$ cat config.mk
export PLATFORM = sky130hd
export DESIGN_NAME = spectrum_bar_graph_renderer_core
export DESIGN_NICKNAME = d
export VERILOG_FILES = /design/src/rtl/sbg_pkg.sv /design/src/rtl/spectrum_bar_graph_renderer_core.sv /design/src/rtl/sbg_csr.sv /design/src/rtl/sbg_ctrl.sv /design/src/rtl/sbg_datapath.sv
export SDC_FILE = /design/constraint.sdc
export NUM_CORES = 1
export LEC_CHECK = 0
export BUFFER_PORTS_ARGS = -buffer_cell sky130_fd_sc_hd__buf_2
export CAP_MARGIN = 20
export CORE_MARGIN = 10
export CORE_UTILIZATION = 40
export DETAILED_ROUTE_END_ITERATION = 16
export HOLD_SLACK_MARGIN = 0.02
export PLACE_DENSITY_LB_ADDON = 0.08
export SYNTH_ARGS = -nofsm -noshare
export SYNTH_HDL_FRONTEND = slang
export SYNTH_SLANG_ARGS = --single-unit
$ cat constraint.sdc
create_clock -name clock -period 18.17 [get_ports clock]
set_input_delay 0.9085 -clock clock [delete_from_list [all_inputs] [get_ports clock]]
set_output_delay 0.9085 -clock clock [all_outputs]
set_load 0.01 [all_outputs]
$ cat src/rtl/sbg_pkg.sv
// ----------------------------------------------------------------------------
// sbg_pkg
// Types, constants and the color gradient table of the bar-graph renderer.
// ----------------------------------------------------------------------------
package sbg_pkg;

   localparam int MAG_W   = 31;
   localparam int SHIFT_W = 5;
   localparam int COL_W   = 5;
   localparam int ROW_W   = 5;
   localparam int ADDR_W  = 10;
   localparam int COLOR_W = 16;
   localparam int CSR_IDX_W  = 2;
   localparam int CSR_DATA_W = 5;

   // register indexes
   localparam logic [CSR_IDX_W-1:0] CSR_MAG_SHIFT    = 2'd0;
   localparam logic [CSR_IDX_W-1:0] CSR_BAR_STYLE    = 2'd1;
   localparam logic [CSR_IDX_W-1:0] CSR_COLOR_SCHEME = 2'd2;

   // bar styles
   localparam logic [1:0] STYLE_SOLID  = 2'd0;
   localparam logic [1:0] STYLE_VSPLIT = 2'd1;
   localparam logic [1:0] STYLE_HSPLIT = 2'd2;
   localparam logic [1:0] STYLE_WIDE   = 2'd3;

   localparam logic [2:0] SCHEME_COLORFUL = 3'd6;

   localparam logic [15:0] RED = 16'hf800;
   localparam logic [15:0] YEL = 16'hffe0;
   localparam logic [15:0] BLU = 16'h001f;
   localparam logic [15:0] GRN = 16'h07e0;

   typedef struct packed {
      logic [SHIFT_W-1:0] magnitude_shift;
      logic [1:0]         bar_style;
      logic [2:0]         color_scheme;
   } cfg_type;

   typedef struct packed {
      logic load;     // request accepted
      logic advance;  // pixel write taken
   } cmd_type;

   typedef struct packed {
      logic draw;     // accepted request produces writes
      logic last;     // current write is the final one of the bar
   } status_type;

   localparam logic [COLOR_W-1:0] GRADIENT [7][32] = '{
      '{16'hef7d, 16'hef7d, 16'hef7d, 16'hef7d, 16'hef7d, 16'hef7d, 16'hef7d, 16'hef7d,
        16'hef7d, 16'hef7d, 16'hef7d, 16'hef7d, 16'hef7d, 16'hef7d, 16'hef7d, 16'hef7d,
        16'hef7d, 16'hef7d, 16'hef7d, 16'hef7d, 16'hef7d, 16'hef7d, 16'hef7d, 16'hef7d,
        16'hef7d, 16'hef7d, 16'hef7d, 16'hef7d, 16'hef7d, 16'hef7d, 16'hef7d, 16'hef7d},
      '{16'hef7d, 16'he75d, 16'he75d, 16'hdf5d, 16'hdf5d, 16'hd73d, 16'hd73d, 16'hcf3d,
        16'hcf3d, 16'hc71d, 16'hc71d, 16'hc71d, 16'hbf1d, 16'hbf1d, 16'hb6fd, 16'hb6fd,
        16'haefe, 16'haefe, 16'ha6de, 16'ha6de, 16'h9ede, 16'h9ede, 16'h9ede, 16'h96be,
        16'h96be, 16'h8ebe, 16'h8ebe, 16'h869e, 16'h869e, 16'h7e9e, 16'h7e9e, 16'h7e9f},
      '{16'hef7d, 16'hef7c, 16'hef7b, 16'hef7a, 16'hef79, 16'hef78, 16'hef77, 16'hef76,
        16'hef95, 16'hef94, 16'hef93, 16'hef92, 16'hef91, 16'hef90, 16'hef8f, 16'hef8e,
        16'hf7ae, 16'hf7ad, 16'hf7ac, 16'hf7ab, 16'hf7aa, 16'hf7a9, 16'hf7a8, 16'hf7a7,
        16'hf7c6, 16'hf7c5, 16'hf7c4, 16'hf7c3, 16'hf7c2, 16'hf7c1, 16'hf7c0, 16'hffe0},
      '{16'hef7d, 16'he77c, 16'hdf7b, 16'hd77a, 16'hcf79, 16'hc778, 16'hbf77, 16'hb776,
        16'haf95, 16'ha794, 16'h9f93, 16'h9792, 16'h8f91, 16'h8790, 16'h7f8f, 16'h778e,
        16'h77ae, 16'h6fad, 16'h67ac, 16'h5fab, 16'h57aa, 16'h4fa9, 16'h47a8, 16'h3fa7,
        16'h37c6, 16'h2fc5, 16'h27c4, 16'h1fc3, 16'h17c2, 16'h0fc1, 16'h07c0, 16'h07e0},
      '{16'hef7d, 16'hef3c, 16'heefb, 16'heeba, 16'hee79, 16'hee38, 16'hedf7, 16'hedb6,
        16'hed75, 16'hed34, 16'hecf3, 16'hecd2, 16'hec91, 16'hec50, 16'hec0f, 16'hebce,
        16'hf38e, 16'hf34d, 16'hf30c, 16'hf2cb, 16'hf28a, 16'hf269, 16'hf228, 16'hf1e7,
        16'hf1a6, 16'hf165, 16'hf124, 16'hf0e3, 16'hf0a2, 16'hf061, 16'hf020, 16'hf800},
      '{16'hef7d, 16'he73c, 16'hdefb, 16'hd6ba, 16'hce79, 16'hc638, 16'hbdf7, 16'hb5b6,
        16'had75, 16'ha534, 16'h9cf3, 16'h94d2, 16'h8c91, 16'h8450, 16'h7c0f, 16'h73ce,
        16'h738e, 16'h6b4d, 16'h630c, 16'h5acb, 16'h528a, 16'h4a69, 16'h4228, 16'h39e7,
        16'h31a6, 16'h2965, 16'h2124, 16'h18e3, 16'h10a2, 16'h0861, 16'h0020, 16'h0000},
      '{RED, YEL, BLU, BLU, GRN, GRN, RED, RED, YEL, YEL, BLU, BLU, GRN, GRN, RED, RED,
        RED, YEL, BLU, BLU, GRN, GRN, RED, RED, YEL, YEL, BLU, BLU, GRN, GRN, RED, RED}
   };

   // unused scheme code falls back to the colorful row
   function automatic logic [COLOR_W-1:0] gradient_color(input logic [2:0] scheme,
                                                         input logic [ROW_W-1:0] row);
      logic [2:0] sel;
      sel = (scheme > SCHEME_COLORFUL) ? SCHEME_COLORFUL : scheme;
      return GRADIENT[sel][row];
   endfunction

endpackage

$ cat src/rtl/spectrum_bar_graph_renderer_core.sv
// The first pixel write is offered in the cycle after a request is accepted.
// A new request is taken only after the final pixel write (0..62 writes) of a bar;
//   the pixel walker emits one write per cycle while rsp_ready holds high.
// A request that draws nothing leaves the block ready for the next request.
// Reset: synchronous, active high; clears the bin counter and hold register and
//   loads the register defaults (shift 22, solid style, white scheme).
// ----------------------------------------------------------------------------
// spectrum_bar_graph_renderer_core
// Turns spectrum magnitude bins into pixel writes of a 32x32 RGB565 bar graph.
// ----------------------------------------------------------------------------
module spectrum_bar_graph_renderer_core
   import sbg_pkg::*;
#(
   parameter int BAR_COUNT  = 32,
   parameter int BAR_HEIGHT = 32
)
(
   input  logic                  clock,
   input  logic                  reset,
   input  logic                  csr_valid,
   output logic                  csr_ready,
   input  logic [CSR_IDX_W-1:0]  csr_index,
   input  logic [CSR_DATA_W-1:0] csr_data,
   input  logic                  req_valid,
   output logic                  req_ready,
   input  logic [MAG_W-1:0]      req_magnitude,
   input  logic                  req_frame_end,
   output logic                  rsp_valid,
   input  logic                  rsp_ready,
   output logic [ADDR_W-1:0]     rsp_pixel_address,
   output logic [COLOR_W-1:0]    rsp_pixel_color,
   output logic                  rsp_run_last
);

   cfg_type    cfg;
   cmd_type    cmd;
   status_type status;

   assign csr_ready = 1'b1;

   sbg_csr u_csr (
      .clock     (clock),
      .reset     (reset),
      .csr_valid (csr_valid),
      .csr_index (csr_index),
      .csr_data  (csr_data),
      .cfg       (cfg)
   );

   sbg_ctrl u_ctrl (
      .clock     (clock),
      .reset     (reset),
      .req_valid (req_valid),
      .req_ready (req_ready),
      .rsp_valid (rsp_valid),
      .rsp_ready (rsp_ready),
      .status    (status),
      .cmd       (cmd)
   );

   sbg_datapath #(
      .BAR_COUNT  (BAR_COUNT),
      .BAR_HEIGHT (BAR_HEIGHT)
   ) u_datapath (
      .clock             (clock),
      .reset             (reset),
      .cfg               (cfg),
      .cmd               (cmd),
      .status            (status),
      .req_magnitude     (req_magnitude),
      .req_frame_end     (req_frame_end),
      .rsp_pixel_address (rsp_pixel_address),
      .rsp_pixel_color   (rsp_pixel_color),
      .rsp_run_last      (rsp_run_last)
   );

endmodule

$ cat src/rtl/sbg_csr.sv
// ----------------------------------------------------------------------------
// sbg_csr
// Configuration registers: magnitude shift, bar style and color scheme.
// ----------------------------------------------------------------------------
module sbg_csr
   import sbg_pkg::*;
(
   input  logic                  clock,
   input  logic                  reset,
   input  logic                  csr_valid,
   input  logic [CSR_IDX_W-1:0]  csr_index,
   input  logic [CSR_DATA_W-1:0] csr_data,
   output cfg_type               cfg
);

   cfg_type cfg_ff, cfg_in;

   always_comb begin
      cfg_in = cfg_ff;
      if (csr_valid) begin
         unique case (csr_index)
            CSR_MAG_SHIFT:    cfg_in.magnitude_shift = csr_data;
            CSR_BAR_STYLE:    cfg_in.bar_style       = csr_data[1:0];
            CSR_COLOR_SCHEME: cfg_in.color_scheme    = csr_data[2:0];
            default:          cfg_in = cfg_ff;  // drop writes beyond the map
         endcase
      end
   end

   always_ff @(posedge clock) begin
      if (reset) begin
         cfg_ff.magnitude_shift <= SHIFT_W'(22);
         cfg_ff.bar_style       <= STYLE_SOLID;
         cfg_ff.color_scheme    <= 3'd0;
      end else begin
         cfg_ff <= cfg_in;
      end
   end

   assign cfg = cfg_ff;

endmodule

$ cat src/rtl/sbg_ctrl.sv
// ----------------------------------------------------------------------------
// sbg_ctrl
// Controller: takes one request, then walks its pixel writes to the end.
// ----------------------------------------------------------------------------
module sbg_ctrl
   import sbg_pkg::*;
(
   input  logic       clock,
   input  logic       reset,
   input  logic       req_valid,
   output logic       req_ready,
   output logic       rsp_valid,
   input  logic       rsp_ready,
   input  status_type status,
   output cmd_type    cmd
);

   localparam logic ST_IDLE = 1'b0;
   localparam logic ST_EMIT = 1'b1;

   logic state_ff, state_in;

   assign req_ready   = (state_ff == ST_IDLE);
   assign rsp_valid   = (state_ff == ST_EMIT);
   assign cmd.load    = req_valid && req_ready;
   assign cmd.advance = rsp_valid && rsp_ready;

   always_comb begin
      state_in = state_ff;
      unique case (state_ff)
         ST_IDLE: if (cmd.load && status.draw) state_in = ST_EMIT;
         ST_EMIT: if (cmd.advance && status.last) state_in = ST_IDLE;
         default: state_in = ST_IDLE;
      endcase
   end

   always_ff @(posedge clock) begin
      if (reset) begin
         state_ff <= ST_IDLE;
      end else begin
         state_ff <= state_in;
      end
   end

endmodule

$ cat src/rtl/sbg_datapath.sv
// ----------------------------------------------------------------------------
// sbg_datapath
// Bin counter, pair hold register, bar height and the row/column walker.
// ----------------------------------------------------------------------------
module sbg_datapath
   import sbg_pkg::*;
#(
   parameter int BAR_COUNT  = 32,
   parameter int BAR_HEIGHT = 32
)
(
   input  logic               clock,
   input  logic               reset,
   input  cfg_type            cfg,
   input  cmd_type            cmd,
   output status_type         status,
   input  logic [MAG_W-1:0]   req_magnitude,
   input  logic               req_frame_end,
   output logic [ADDR_W-1:0]  rsp_pixel_address,
   output logic [COLOR_W-1:0] rsp_pixel_color,
   output logic               rsp_run_last
);

   localparam logic [MAG_W-1:0] TOP_ROW  = MAG_W'(BAR_HEIGHT - 1);
   localparam logic [COL_W-1:0] LAST_COL = COL_W'(BAR_COUNT - 1);

   logic [COL_W-1:0] bin_counter_ff, bin_counter_in;
   logic [MAG_W-1:0] held_ff;
   logic [COL_W-1:0] col_ff;
   logic [ROW_W-1:0] height_ff, row_ff;
   logic             pair_ff, stride2_ff, left_ff;

   logic [MAG_W-1:0] shifted, bar_value;
   logic [MAG_W:0]   sum;
   logic [ROW_W-1:0] height;
   logic             odd, single, pair;
   logic [ROW_W:0]   row_next;
   logic [COL_W-1:0] col_out;

   assign shifted = req_magnitude >> cfg.magnitude_shift;
   assign sum     = {1'b0, held_ff} + {1'b0, shifted};
   assign odd     = bin_counter_ff[0];
   assign single  = (cfg.bar_style == STYLE_SOLID) ||
                    ((cfg.bar_style == STYLE_VSPLIT) && !odd);
   assign pair    = ((cfg.bar_style == STYLE_HSPLIT) || (cfg.bar_style == STYLE_WIDE)) && odd;
   assign bar_value = pair ? sum[MAG_W:1] : shifted;
   assign height    = (bar_value > TOP_ROW) ? ROW_W'(TOP_ROW) : bar_value[ROW_W-1:0];

   assign status.draw = (single || pair) && (height != '0);

   assign row_next    = {1'b0, row_ff} + (stride2_ff ? (ROW_W+1)'(2) : (ROW_W+1)'(1));
   assign status.last = !left_ff && (row_next >= {1'b0, height_ff});

   assign bin_counter_in = (req_frame_end || bin_counter_ff >= LAST_COL) ?
                           '0 : bin_counter_ff + COL_W'(1);

   always_ff @(posedge clock) begin
      if (reset) begin
         bin_counter_ff <= '0;
         held_ff        <= '0;
      end else if (cmd.load) begin
         bin_counter_ff <= bin_counter_in;
         if (!odd) held_ff <= shifted;  // even bins always store
      end
   end

   always_ff @(posedge clock) begin
      if (cmd.load) begin
         col_ff     <= bin_counter_ff;
         height_ff  <= height;
         pair_ff    <= pair;
         stride2_ff <= pair && (cfg.bar_style == STYLE_HSPLIT);
         left_ff    <= pair;
         row_ff     <= '0;
      end else if (cmd.advance) begin
         if (left_ff) begin
            left_ff <= 1'b0;  // right pixel of the same row next
         end else begin
            row_ff  <= row_next[ROW_W-1:0];
            left_ff <= pair_ff;
         end
      end
   end

   assign col_out           = left_ff ? col_ff - COL_W'(1) : col_ff;
   assign rsp_pixel_address = {ROW_W'(BAR_HEIGHT - 1) - row_ff, col_out};
   assign rsp_pixel_color   = gradient_color(cfg.color_scheme, row_ff);
   assign rsp_run_last      = status.last;

endmodule

# Word level (Yosys, flattened, before mapping)
# Memories as Yosys holds them, arrays and structs flattened.
# Cells that the tools add are included.
[classes]
add_sub_neg = 5
magnitude_cmp = 6
n_eq_ne = 5
n_shift = 1
muxes = 17
n_bitwise = 5
reduce_logical = 24
[op_table]
columns = ["op", "count"]
rows = [
  ["$mux 512", 2],
  ["$bmux 16 s5", 1],
  ["$add 31x31->32", 1],
  ["$mux 16", 2],
  ["$gt 31x5->1 const B", 1],
  ["$mux 31", 1],
  ["$shr 31x5->31", 1],
  ["$mux 5", 3],
  ["$reduce_and 2->1", 5],
  ["$logic_and 1x1->1", 9],
  ["$add 5x6->6", 1],
  ["$eq 2x2->1 const B", 3],
  ["$ge 6x5->1", 1],
  ["$ge 6x6->1 const B", 1],
  ["$not 5->6", 1],
  ["$add 5x1->5 const B", 1],
  ["$ge 5x5->1 const B", 1],
  ["$mux 1", 5],
  ["$reduce_bool 5->1", 1],
  ["$sub 5x1->5 const B", 1],
  ["$sub 5x5->5 const A", 1],
  ["$eq 2x1->1 const B", 2],
  ["$ge 4x4->1 const B", 1],
  ["$logic_not 2->1", 2],
  ["other kinds (9)", 15],
]
[word_totals]
reg_bits = 65
rom_bits = 4096
in_bits = 44
output_inout_bits = 30
wordCells = 76
memories = 1
[memory_table]
columns = ["name", "depth", "width", "read_ports", "rd_clocked_by_memory_dff", "write_ports", "line_no", "rtl"]
rows = [
  ["(no name shown)", 8, 512, 1, 0, 0, "sbg_pkg.sv:84", "return GRADIENT[sel][row];"],
]

# Longest topological paths before layout
# Gate-level depths: netlist (run 1).
[logic_depth]
depth_word = 11
mapped_depth = 23
mapped_depth_nobuf = 18

# Modules after synthesis
# Synthesis (run 1) repeated with hierarchy kept, for this count alone.
[hier_totals]
hier_cells = 1268
hier_area_um2 = 9197.6
[by_module_without_submodules]
columns = ["mod", "instances", "cells_each", "area_each_um2", "seq_area_each_um2"]
rows = [
  ["sbg_datapath", 1, 1218, 8687.1, 1211.2],
  ["sbg_csr", 1, 42, 445.4, 200.2],
  ["sbg_ctrl", 1, 6, 53.8, 20.0],
  ["spectrum_bar_graph_renderer_core", 1, 2, 11.3, 0.0],
]

# Least setup slack after synthesis (run 1)
# No wires, ideal clock.
[synth_path]
kind = "reg2reg"
from = "register u_csr.cfg_ff, in the netlist u_csr.cfg[7]"
to = "register u_datapath.height_ff[1], data pin"
setup_ns = 0.266
arrival_time_ns = 5.445
required_ns = 17.904
slack_ns = 12.459
stages_incl_launch_ff = 24
path_buffers = 5
period_less_slack_ns = 5.711
cell_sequence = "dfxtp_1 -> clkbuf_1 -> clkbuf_1 -> buf_2 -> buf_2 -> buf_1 -> nor2b_1 -> a211oi_1 -> a211oi_1 -> a21oi_1 -> mux2i_1 -> mux2i_1 -> inv_1 -> ha_1 -> and3_1 -> o21ai_0 -> a211oi_1 -> o2111ai_1 -> a31oi_1 -> xnor2_1 -> nand4_1 -> or4_1 -> o32ai_2 -> or3b_1"
[synth_between]
elab_chain_len = 5
[synth_rtl]
columns = ["item", "line_no", "rtl"]
rows = [
  ["start, declared", "sbg_csr.sv:16", "cfg_type cfg_ff, cfg_in;"],
  ["start signal, assigned", "sbg_csr.sv:36", "cfg_ff <= cfg_in;"],
  ["$shr 31x5->31 (*)", "sbg_datapath.sv:40", "assign shifted = req_magnitude >> cfg.magnitude_shift;"],
  ["net u_datapath.shifted[4]", "sbg_datapath.sv:33", "logic [MAG_W-1:0] shifted, bar_value;"],
  ["$add 31x31->32", "sbg_datapath.sv:41", "assign sum = {1'b0, held_ff} + {1'b0, shifted};"],
  ["$mux 31 (*)", "sbg_datapath.sv:46", "assign bar_value = pair ? sum[MAG_W:1] : shifted;"],
  ["$gt 31x5->1 (*)", "sbg_datapath.sv:47", "assign height = (bar_value > TOP_ROW) ? ROW_W'(TOP_ROW) : bar_value[ROW_W-1:0];"],
  ["$mux 5 (*)", "sbg_datapath.sv:47", ""],
  ["net u_datapath.height[1]", "sbg_datapath.sv:35", "logic [ROW_W-1:0] height;"],
  ["end signal, assigned", "sbg_datapath.sv:70", "height_ff <= height;"],
  ["end, declared", "sbg_datapath.sv:30", "logic [ROW_W-1:0] height_ff, row_ff;"],
]
# Mark *: on every way through the listed nets, which the timed path passes. The rest lies on a longest branch.
# A chain may end at the register's enable or synchronous reset.

# Worst setup path in the final report (run 1)
[layout_path]
from = "register u_csr.cfg_ff, in the netlist u_csr.cfg[6]"
to = "register u_datapath.height_ff[1], data pin"
# The elaborated chain is that of the path after synthesis.

==> results.sh, run 1 <==
export IMPL_io_buffers=72
export IMPL_maxCapViolations=0
export IMPL_yosysTopAreaCell="dfxtp_1"
export IMPL_grt_max_degree=73
export IMPL_fin_skew_ns=0.00874
export IMPL_grt_pass1_vias=8619
export IMPL_arrival_ns=6.25
export IMPL_critPathRequiredTime_ns=18.26
export IMPL_antenna_found_initial=0
export IMPL_path_clk_slew_ns=0.06
export IMPL_p_int_mw=0.378
export IMPL_ys_seq_elements=65
export IMPL_antenna_left=0
export IMPL_overflow=0
export IMPL_tightest_slew_ns=0.948
export IMPL_drive_gt1_frac=0.137
export IMPL_crit_type="reg2reg"
export IMPL_status="finished clean"
export IMPL_relSlewSlack=0.368
export IMPL_vias_per_cell=6.21
export IMPL_wl_mm=29.2
export IMPL_grt_pass1_wl_mm=47.6
export IMPL_startpoint_type="register"
export IMPL_ios=74
export IMPL_synth_warnings=0
export IMPL_clk_latency_ns=0.35
export IMPL_power_leakage_nw=3.85
export IMPL_cts_buffers=9
export IMPL_timing_setup_tns_ns=0
export IMPL_switching_share=0.402
export IMPL_row_count=54
export IMPL_synth_area_um2=8730
export IMPL_cts_sinks=65
export IMPL_core_area_um2=21600
export IMPL_grt_usage=0.201
export IMPL_cts_resized=0
export IMPL_die_area_um2=28100
export IMPL_start_util=0.404
export IMPL_synthArstFlopShare=0
export IMPL_critPathMaxFanout=54
export IMPL_drc=0
export IMPL_clock_path_buffers=2
export IMPL_finish_net_count=1311
export IMPL_clkPwrFrac=0.306
export IMPL_place_congestion=0.934
export IMPL_synth_cells=1224
export IMPL_yosysSeqAreaShare=0.164
export IMPL_cts_tree="done"
export IMPL_end_kind="register"
export IMPL_synthDistinctLibCells=74
export IMPL_area_growth_synth_to_final_pct=8.51
export IMPL_fin_crit_sh=0.339
export IMPL_powerDensity_nw_per_um2=66.6
export IMPL_fill_cells=2348
export IMPL_power_total_mw=0.631
export IMPL_maxSlewViolCount=0
export IMPL_ctsHoldBuffers=0
export IMPL_dp_hpwl_mm=21.2
export IMPL_drtIter0Drc=781
export IMPL_netlist_top_cells_area="dfxtp_1 (12%), mux4_2 (7.2%), a21oi_1 (6.8%), nor2_1 (6.5%), nand2_1 (6.5%)"
export IMPL_comb_power_share=0.434
export IMPL_ir_worst_vdd_mv=0.0513
export IMPL_antenna_cells=0
export IMPL_finalHoldViolCount=0
export IMPL_die_x_um=168
export IMPL_syn_num_nets=1315
export IMPL_synth_flop_cell="dfxtp_1"
export IMPL_power_frac_seq=0.261
export IMPL_finalSetupViolations=0
export IMPL_root_buffer="clkbuf_16"
export IMPL_die_y_um=168
export IMPL_cts_htree_levels=3
export IMPL_rsz0062_at_grt="false"
export IMPL_dr_pass1_iters=6
export IMPL_utilization=0.438
export IMPL_wl_per_cell_um=19.4
export IMPL_min_period_ns=6.16
export IMPL_switching_power_mw=0.254
export IMPL_num_vias=9345
export IMPL_synth_edf_count=13
export IMPL_avgSynthCellArea_um2=7.14
export IMPL_post_cts_repair_setup_buffers=0
export IMPL_hp_class="reg2reg"
export IMPL_fmax_ghz=0.162
export IMPL_synth_top_area_share=0.119
## power groups by stage
stage | Combinational (mW) | Sequential [mW] | Clock (mW)
2_1_floorplan | 0.202 | 0.164 | 0
3_3_place_gp | 0.271 | 0.168 | 0
3_5_place_dp | 0.270 | 0.168 | 0
4_1_cts | 0.272 | 0.165 | 0.197
5_1_grt | 0.303 | 0.166 | 0.203
6_report | 0.274 | 0.165 | 0.193
## final cells by class
type / instances / area [um^2] / area share
inverter: 39 / 146 / 0.0154
multi-input combinational: 1019 / 6750 / 0.712
clock inverter: 7 / 103 / 0.0108
sequential: 65 / 1440 / 0.152
tap: 280 / 350 / 0.0370
clock buffer: 9 / 225 / 0.0238
timing repair buffer: 86 / 465 / 0.0491
## final timing paths
kind / from / endpoint / slack, ns / cells past startpoint
worst max-delay path: u_csr.cfg[6] / u_datapath.height_ff[1] / 12.01 / 17
worst min-delay path: u_datapath.held_ff[26] / u_datapath.held_ff[26] / 0.46 / 2
worst max register to register: u_csr.cfg[6] / u_datapath.height_ff[1] / 12.01 / 17
worst min register to register: u_datapath.held_ff[26] / u_datapath.held_ff[26] / 0.46 / 2
## synth_stat cells (9+ instances only)
master	instances
buf_1	16
o211ai_1	19
dfxtp_1	52
nand3b_1	9
mux2i_1	47
edfxtp_1	13
mux4_2	28
nor2_1	152
xnor2_1	19
o21ai_0	81
nor3_1	35
nand2b_1	10
ha_1	45
mux2_2	16
o22ai_1	14
a31oi_1	38
nand4_1	10
inv_1	35
a21o_1	22
nand3_1	18
a211oi_1	20
clkbuf_1	74
xor2_1	11
nor2b_1	14
nand2_1	151
a21oi_1	118
## flip-flops by register name (all words and copies together), names as in the netlist
name / count
u_datapath.stride2_ff: 1
u_datapath.bin_counter_ff: 5
u_datapath.row_ff: 5
u_datapath.left_ff: 1
u_datapath.height_ff: 5
u_datapath.held_ff: 31
u_datapath.col_ff: 5
u_csr.cfg: 10
u_ctrl.rsp_valid: 1
u_datapath.pair_ff: 1
## stage by stage
step / std cells / area [um^2] / hold slack, ns / setup slack (ns)
2_1_floorplan: 1224 / 8730 / 0.435 / 12.46
3_3_place_gp: 1489 / 9150 / 0.448 / 12.19
3_5_place_dp: 1489 / 9150 / 0.454 / 12.05
4_1_cts: 1505 / 9480 / 0.462 / 12.10
5_1_grt: 1505 / 9480 / 0.475 / 11.58
6_report: 1505 / 9480 / 0.460 / 12.01
## per-layer routing
metal  GRT usage  vias up  share of wire
met1       0.273     4429           0.45
met3      0.0295       55          0.058
met2       0.319      333           0.46
li1            -     4528              -
met4      0.0636        0          0.026
met5           0        -              0
## worst max-delay path, stage by stage, from the launching register on
cell and delay, ns:
dfxtp_2 0.31, buf_4 0.55, mux4_2 0.59, mux2i_1 0.40, nor2_1 0.08, a21oi_1 0.13
mux2i_1 0.16, ha_1 0.43, and3_1 0.22, o21ai_0 0.15, a211oi_1 0.61, o2111ai_1 0.25
a31oi_1 0.41, xnor2_1 0.19, nand4_1 0.11, or4_1 0.42, o32ai_2 0.44, or3b_1 0.40
## kinds of logic (layout without fill, tap and decap cells)
kind of cell / Yosys count / after routing / share of synthesized area
simple gates: 439 / 439 / 0.224
compound gates: 410 / 410 / 0.300
buf+inv: 140 / 141 / 0.0640
mux: 92 / 92 / 0.148
flops: 65 / 65 / 0.164
fa+ha+maj: 47 / 47 / 0.0691
xor+xnor: 30 / 30 / 0.0301
other cells: 1 / 1 / 0.000429
## cells in the final DEF, fill, tap and decap left out, types with 38 or more instances in the layout
| cell type | n |
|---|---|
| o21ai_0 | 81 |
| dfxtp_1 | 48 |
| mux2i_1 | 47 |
| a21oi_1 | 118 |
| buf_2 | 72 |
| nor2_1 | 151 |
| ha_1 | 45 |
| a31oi_1 | 38 |
| nand2_1 | 151 |
Power figures use the tool's default switching activity.
==> run 2, diff against run 1 <==
==> constraint.sdc (replaced) <==
create_clock -name clock -period 5.45 [get_ports clock]
set_input_delay 0.2725 -clock clock [delete_from_list [all_inputs] [get_ports clock]]
set_output_delay 0.2725 -clock clock [all_outputs]
set_load 0.01 [all_outputs]
==> run 2 against run 1 <==
  * Worst hold slack got worse by 0.31 ns
  * Clock-buffer cell count did not move
  * Power grew to 3.3 times the previous value
  * Final cell count rose by 2.6%
  * Critical endpoint unchanged
==> results.sh, run 2 (synthesis results as in run 1) <==
export IMPL_place_congestion=0.962
export IMPL_vias_per_cell=6.14
export IMPL_arrival_ns=5.21
export IMPL_cts_tree="done"
export IMPL_finalHoldViolCount=0
export IMPL_grt_usage=0.206
export IMPL_crit_type="reg2reg"
export IMPL_num_vias=9482
export IMPL_die_x_um=168
export IMPL_drc=0
export IMPL_maxCapViolations=0
export IMPL_ios=74
export IMPL_row_count=54
export IMPL_power_leakage_nw=4.05
export IMPL_powerDensity_nw_per_um2=214
export IMPL_end_kind="register"
export IMPL_drive_gt1_frac=0.170
export IMPL_io_buffers=72
export IMPL_cts_buffers=9
export IMPL_start_util=0.404
export IMPL_antenna_left=0
export IMPL_final_cell_mix="nand2_1 (151), nor2_1 (151), a21oi_1 (116)"
export IMPL_tightest_slew_ns=0.986
export IMPL_switching_power_mw=0.864
export IMPL_min_period_ns=5.12
export IMPL_grt_max_degree=70
export IMPL_postLayoutCellArea_um2=9820
export IMPL_antenna_cells=0
export IMPL_path_clk_slew_ns=0.06
export IMPL_hold_ws_ns=0.154
export IMPL_power_frac_seq=0.264
export IMPL_dpl_cell_area_um2=9420
export IMPL_pre_cts_slack_ns=0.00795
export IMPL_fin_ws_ns=0.329
export IMPL_grt_pass1_wl_mm=48.6
export IMPL_critPathRequiredTime_ns=5.54
export IMPL_switching_share=0.411
export IMPL_wl_mm=30.3
export IMPL_wl_per_cell_um=19.7
export IMPL_comb_power_share=0.453
export IMPL_p_int_mw=1.24
export IMPL_area_growth_synth_to_final_pct=12.5
export IMPL_finish_net_count=1350
export IMPL_fin_skew_ns=0.00891
export IMPL_clock_path_buffers=2
export IMPL_finalSetupViolations=0
export IMPL_top_register="u_datapath.held_ff"
export IMPL_hp_class="in2reg"
export IMPL_fin_crit_sh=0.940
export IMPL_clkPwrFrac=0.283
export IMPL_die_area_um2=28100
export IMPL_fmax_ghz=0.195
export IMPL_grt_pass1_vias=8923
export IMPL_cts_sinks=65
export IMPL_maxSlewViolCount=0
export IMPL_ctsHoldBuffers=0
export IMPL_critPathMaxFanout=9
export IMPL_root_buffer="clkbuf_16"
export IMPL_largest_reg_flops=31
export IMPL_antenna_found_initial=0
export IMPL_cts_htree_levels=3
export IMPL_startpoint_type="register"
export IMPL_clk_latency_ns=0.35
export IMPL_die_y_um=168
export IMPL_dr_pass1_iters=5
export IMPL_relSlewSlack=0.341
export IMPL_dp_hpwl_mm=22.4
export IMPL_ir_worst_vdd_mv=0.159
export IMPL_drtIter0Drc=889
export IMPL_core_area_um2=21600
export IMPL_overflow=0
export IMPL_status="finished clean"
==> run 2: per-stage QoR <==
step	power, mW	TNS (ns)	util	std cells
6_report	2.10	0	0.454	1544
5_1_grt	2.24	-0.00646	0.454	1544
4_1_cts	2.09	0	0.449	1539
3_5_place_dp	1.49	0	0.436	1523
3_3_place_gp	1.50	0	0.436	1523
2_1_floorplan	1.22	0	-	1224
==> run 2: final timing paths <==
kind	cells after the start	slack, ns	startpoint	endpoint
max	20	0.33	u_csr.cfg[6]	u_datapath.height_ff[1]
min	2	0.15	csr_data[2]	u_csr.cfg[7]
max reg2reg	20	0.33	u_csr.cfg[6]	u_datapath.height_ff[1]
min reg2reg	2	0.46	u_datapath.held_ff[22]	u_datapath.held_ff[22]
==> run 2: power by group through the flow <==
stage	clock network (mW)	registers, mW	logic [mW]
global placement	0	0.566	0.930
finish	0.595	0.555	0.954
global route	0.628	0.559	1.05
detailed placement	0	0.566	0.927
CTS	0.604	0.555	0.931
floorplan	0	0.548	0.673
==> run 2: per-layer routing <==
layer	wire [um]	share of wire	GRT usage
met1	13600	0.45	0.271
met5	0	0	0
met4	862	0.028	0.0670
met3	1930	0.064	0.0358
met2	13900	0.46	0.332
==> run 2: layout make-up <==
class | instances | area (um^2)
multi-input combinational | 1019 | 6800
clock inverter | 7 | 68.8
tap | 280 | 350
inverter | 39 | 146
fill | 2295 | 11800
sequential | 65 | 1440
clock buffer | 9 | 225
timing repair buffer | 125 | 792
==> run 2: worst max-delay path, cell delays in order (launching register included) <==
cell and delay, ns:
dfxtp_4 0.45, buf_4 0.15, mux2_2 0.33, mux4_2 0.51
nand2_1 0.11, o21ai_0 0.11, a21oi_2 0.21, inv_1 0.07
ha_1 0.39, buf_4 0.18, nand4_1 0.15, a211oi_2 0.24
buf_4 0.17, o2111ai_2 0.17, a31oi_2 0.27, buf_4 0.16
nor3_1 0.05, a311oi_1 0.31, nand3_1 0.14, o32ai_2 0.33
or3b_1 0.37
==> run 2: timing repair <==
item	in CTS	in global routing
pin swaps	0	1
hold endpoints to repair	0	0
setup endpoints to repair	2	6
gates resized for setup	1	15
setup buffers	0	4
cloned	0	1
==> run 3, diff against run 2 <==
==> constraint.sdc (replaced) <==
create_clock -name clock -period 5.45 [get_ports clock]
set_input_delay 0.8175 -clock clock [delete_from_list [all_inputs] [get_ports clock]]
set_output_delay 0.8175 -clock clock [all_outputs]
set_load 0.01 [all_outputs]
==> run 3 against run 2 <==
  * Clock power up 6.6%
  * Register-to-register slack got worse by 0.02 ns
  * Global-route usage down 0.30 points
  * Sequential cell count unchanged
  * Via count increased by 0.27%
  * Setup slack worse by 0.054 ns
  * Die area unchanged
  * Clock skew barely moved
  * Final cell count rose by 1.7%
  * Critical path depth decreased by 3
  * Sequential power about the same
  * Worst hold slack better by 0.31 ns
  * Largest cell class unchanged
==> results.sh, run 3 (synthesis results as in run 1) <==
export IMPL_io_buffers=72
export IMPL_drtIter0Drc=761
export IMPL_status="finished clean"
export IMPL_fin_skew_ns=0.00857
export IMPL_top_register="u_datapath.held_ff"
export IMPL_finish_net_count=1376
export IMPL_start_util=0.404
export IMPL_timing_setup_tns_ns=0
export IMPL_overflow=0
export IMPL_cts_buffers=9
export IMPL_end_kind="register"
export IMPL_antenna_left=0
export IMPL_die_x_um=168
export IMPL_wl_per_cell_um=19.0
export IMPL_ir_worst_vdd_mv=0.163
export IMPL_largest_reg_flops=31
export IMPL_relSlewSlack=0.352
export IMPL_power_total_mw=2.16
export IMPL_powerDensity_nw_per_um2=215
export IMPL_finalHoldViolCount=0
export IMPL_critPathMaxFanout=7
export IMPL_maxSlewViolCount=0
export IMPL_num_vias=9508
export IMPL_tightest_slew_ns=0.972
export IMPL_cts_sinks=65
export IMPL_crit_type="in2reg"
export IMPL_arrival_ns=5.26
export IMPL_root_buffer="clkbuf_16"
export IMPL_ios=74
export IMPL_cts_htree_levels=3
export IMPL_power_leakage_nw=4.17
export IMPL_clk_latency_ns=0.34
export IMPL_finalSetupViolations=0
export IMPL_vias_per_cell=6.06
export IMPL_row_count=54
export IMPL_drive_gt1_frac=0.182
export IMPL_fill_cells=2308
export IMPL_hold_ws_ns=0.462
export IMPL_min_period_ns=5.17
export IMPL_pre_cts_slack_ns=-0.0149
export IMPL_multiInputGateArea_um2=6770
export IMPL_min_path_cells=2
export IMPL_fmax_ghz=0.193
export IMPL_hp_class="reg2reg"
export IMPL_place_congestion=0.951
export IMPL_grt_usage=0.203
export IMPL_grt_max_degree=70
export IMPL_grt_pass1_wl_mm=47.8
export IMPL_utilization=0.463
export IMPL_final_cell_mix="nand2_1 (151), nor2_1 (151), a21oi_1 (117)"
export IMPL_seqCellArea_um2=1440
export IMPL_ctsHoldBuffers=0
export IMPL_antenna_cells=0
export IMPL_startpoint_type="input pin"
export IMPL_antenna_found_initial=0
export IMPL_dp_hpwl_mm=22.3
export IMPL_drc=0
export IMPL_core_area_um2=21600
export IMPL_die_area_um2=28100
export IMPL_area_growth_synth_to_final_pct=14.7
export IMPL_cts_tree="done"
export IMPL_fin_ws_ns=0.275
export IMPL_clock_path_buffers=2
export IMPL_maxCapViolations=0
export IMPL_critPathRequiredTime_ns=5.53
export IMPL_grt_pass1_vias=8807
export IMPL_path_clk_slew_ns=0.06
export IMPL_die_y_um=168
export IMPL_fin_crit_sh=0.949
export IMPL_dr_pass1_iters=5
export IMPL_r2r_cells=19
export IMPL_wl_mm=29.8
-- run 3: layer usage --
layer	track usage	up-vias	part of all wire
li1	-	4661	-
met1	0.271	4461	0.45
met2	0.330	336	0.47
met3	0.0300	50	0.054
met4	0.0568	0	0.021
met5	0	-	0
-- run 3: through the flow --
step                      instances  area (um^2)
after global routing           1570        10000
final                          1570        10000
after detailed placement       1547         9630
after floorplan                1224         8750
after CTS                      1563         9950
after global placement         1547         9630
-- run 3: final timing paths --
check,from,endpoint,slack (ns)
worst min-delay path,u_datapath.held_ff[27],u_datapath.held_ff[27],0.46
worst max register to register,u_csr.cfg[6],u_datapath.height_ff[2],0.31
worst max-delay path,req_magnitude[30],u_datapath.height_ff[2],0.28
worst min register to register,u_datapath.held_ff[27],u_datapath.held_ff[27],0.46
-- run 3: cell type report --
class                      instances  area share
multi-input combinational       1019       0.676
tap                              280      0.0350
inverter                          39      0.0146
clock buffer                       9      0.0225
sequential                        65       0.144
clock inverter                     7     0.00937
timing repair buffer             151      0.0990
-- run 3: critical path, cell delays in order --
cell,delay (ns)
buf_2,0.10
buf_4,0.15
mux4_2,0.50
mux4_2,0.53
and2_1,0.21
ha_1,0.22
a21oi_1,0.32
o21ai_0,0.18
a221oi_1,0.47
buf_4,0.20
o211ai_1,0.09
a31o_2,0.26
a31oi_1,0.20
xnor2_1,0.17
nand3_1,0.13
o32ai_2,0.33
or3b_1,0.37
-- run 3: power by group --
part           internal (mW)  leakage [nW]  switching [mW]
Combinational          0.378          3.48           0.590
Clock                  0.400         0.153           0.233
Sequential             0.523         0.540          0.0316
Total                   1.30          4.17           0.855
-- run 3: repair_timing --
action / 4_1_cts / 5_1_grt
endpoints found under the setup margin: 0 / 6
resized for setup: 0 / 4
buffers inserted: 0 / 7
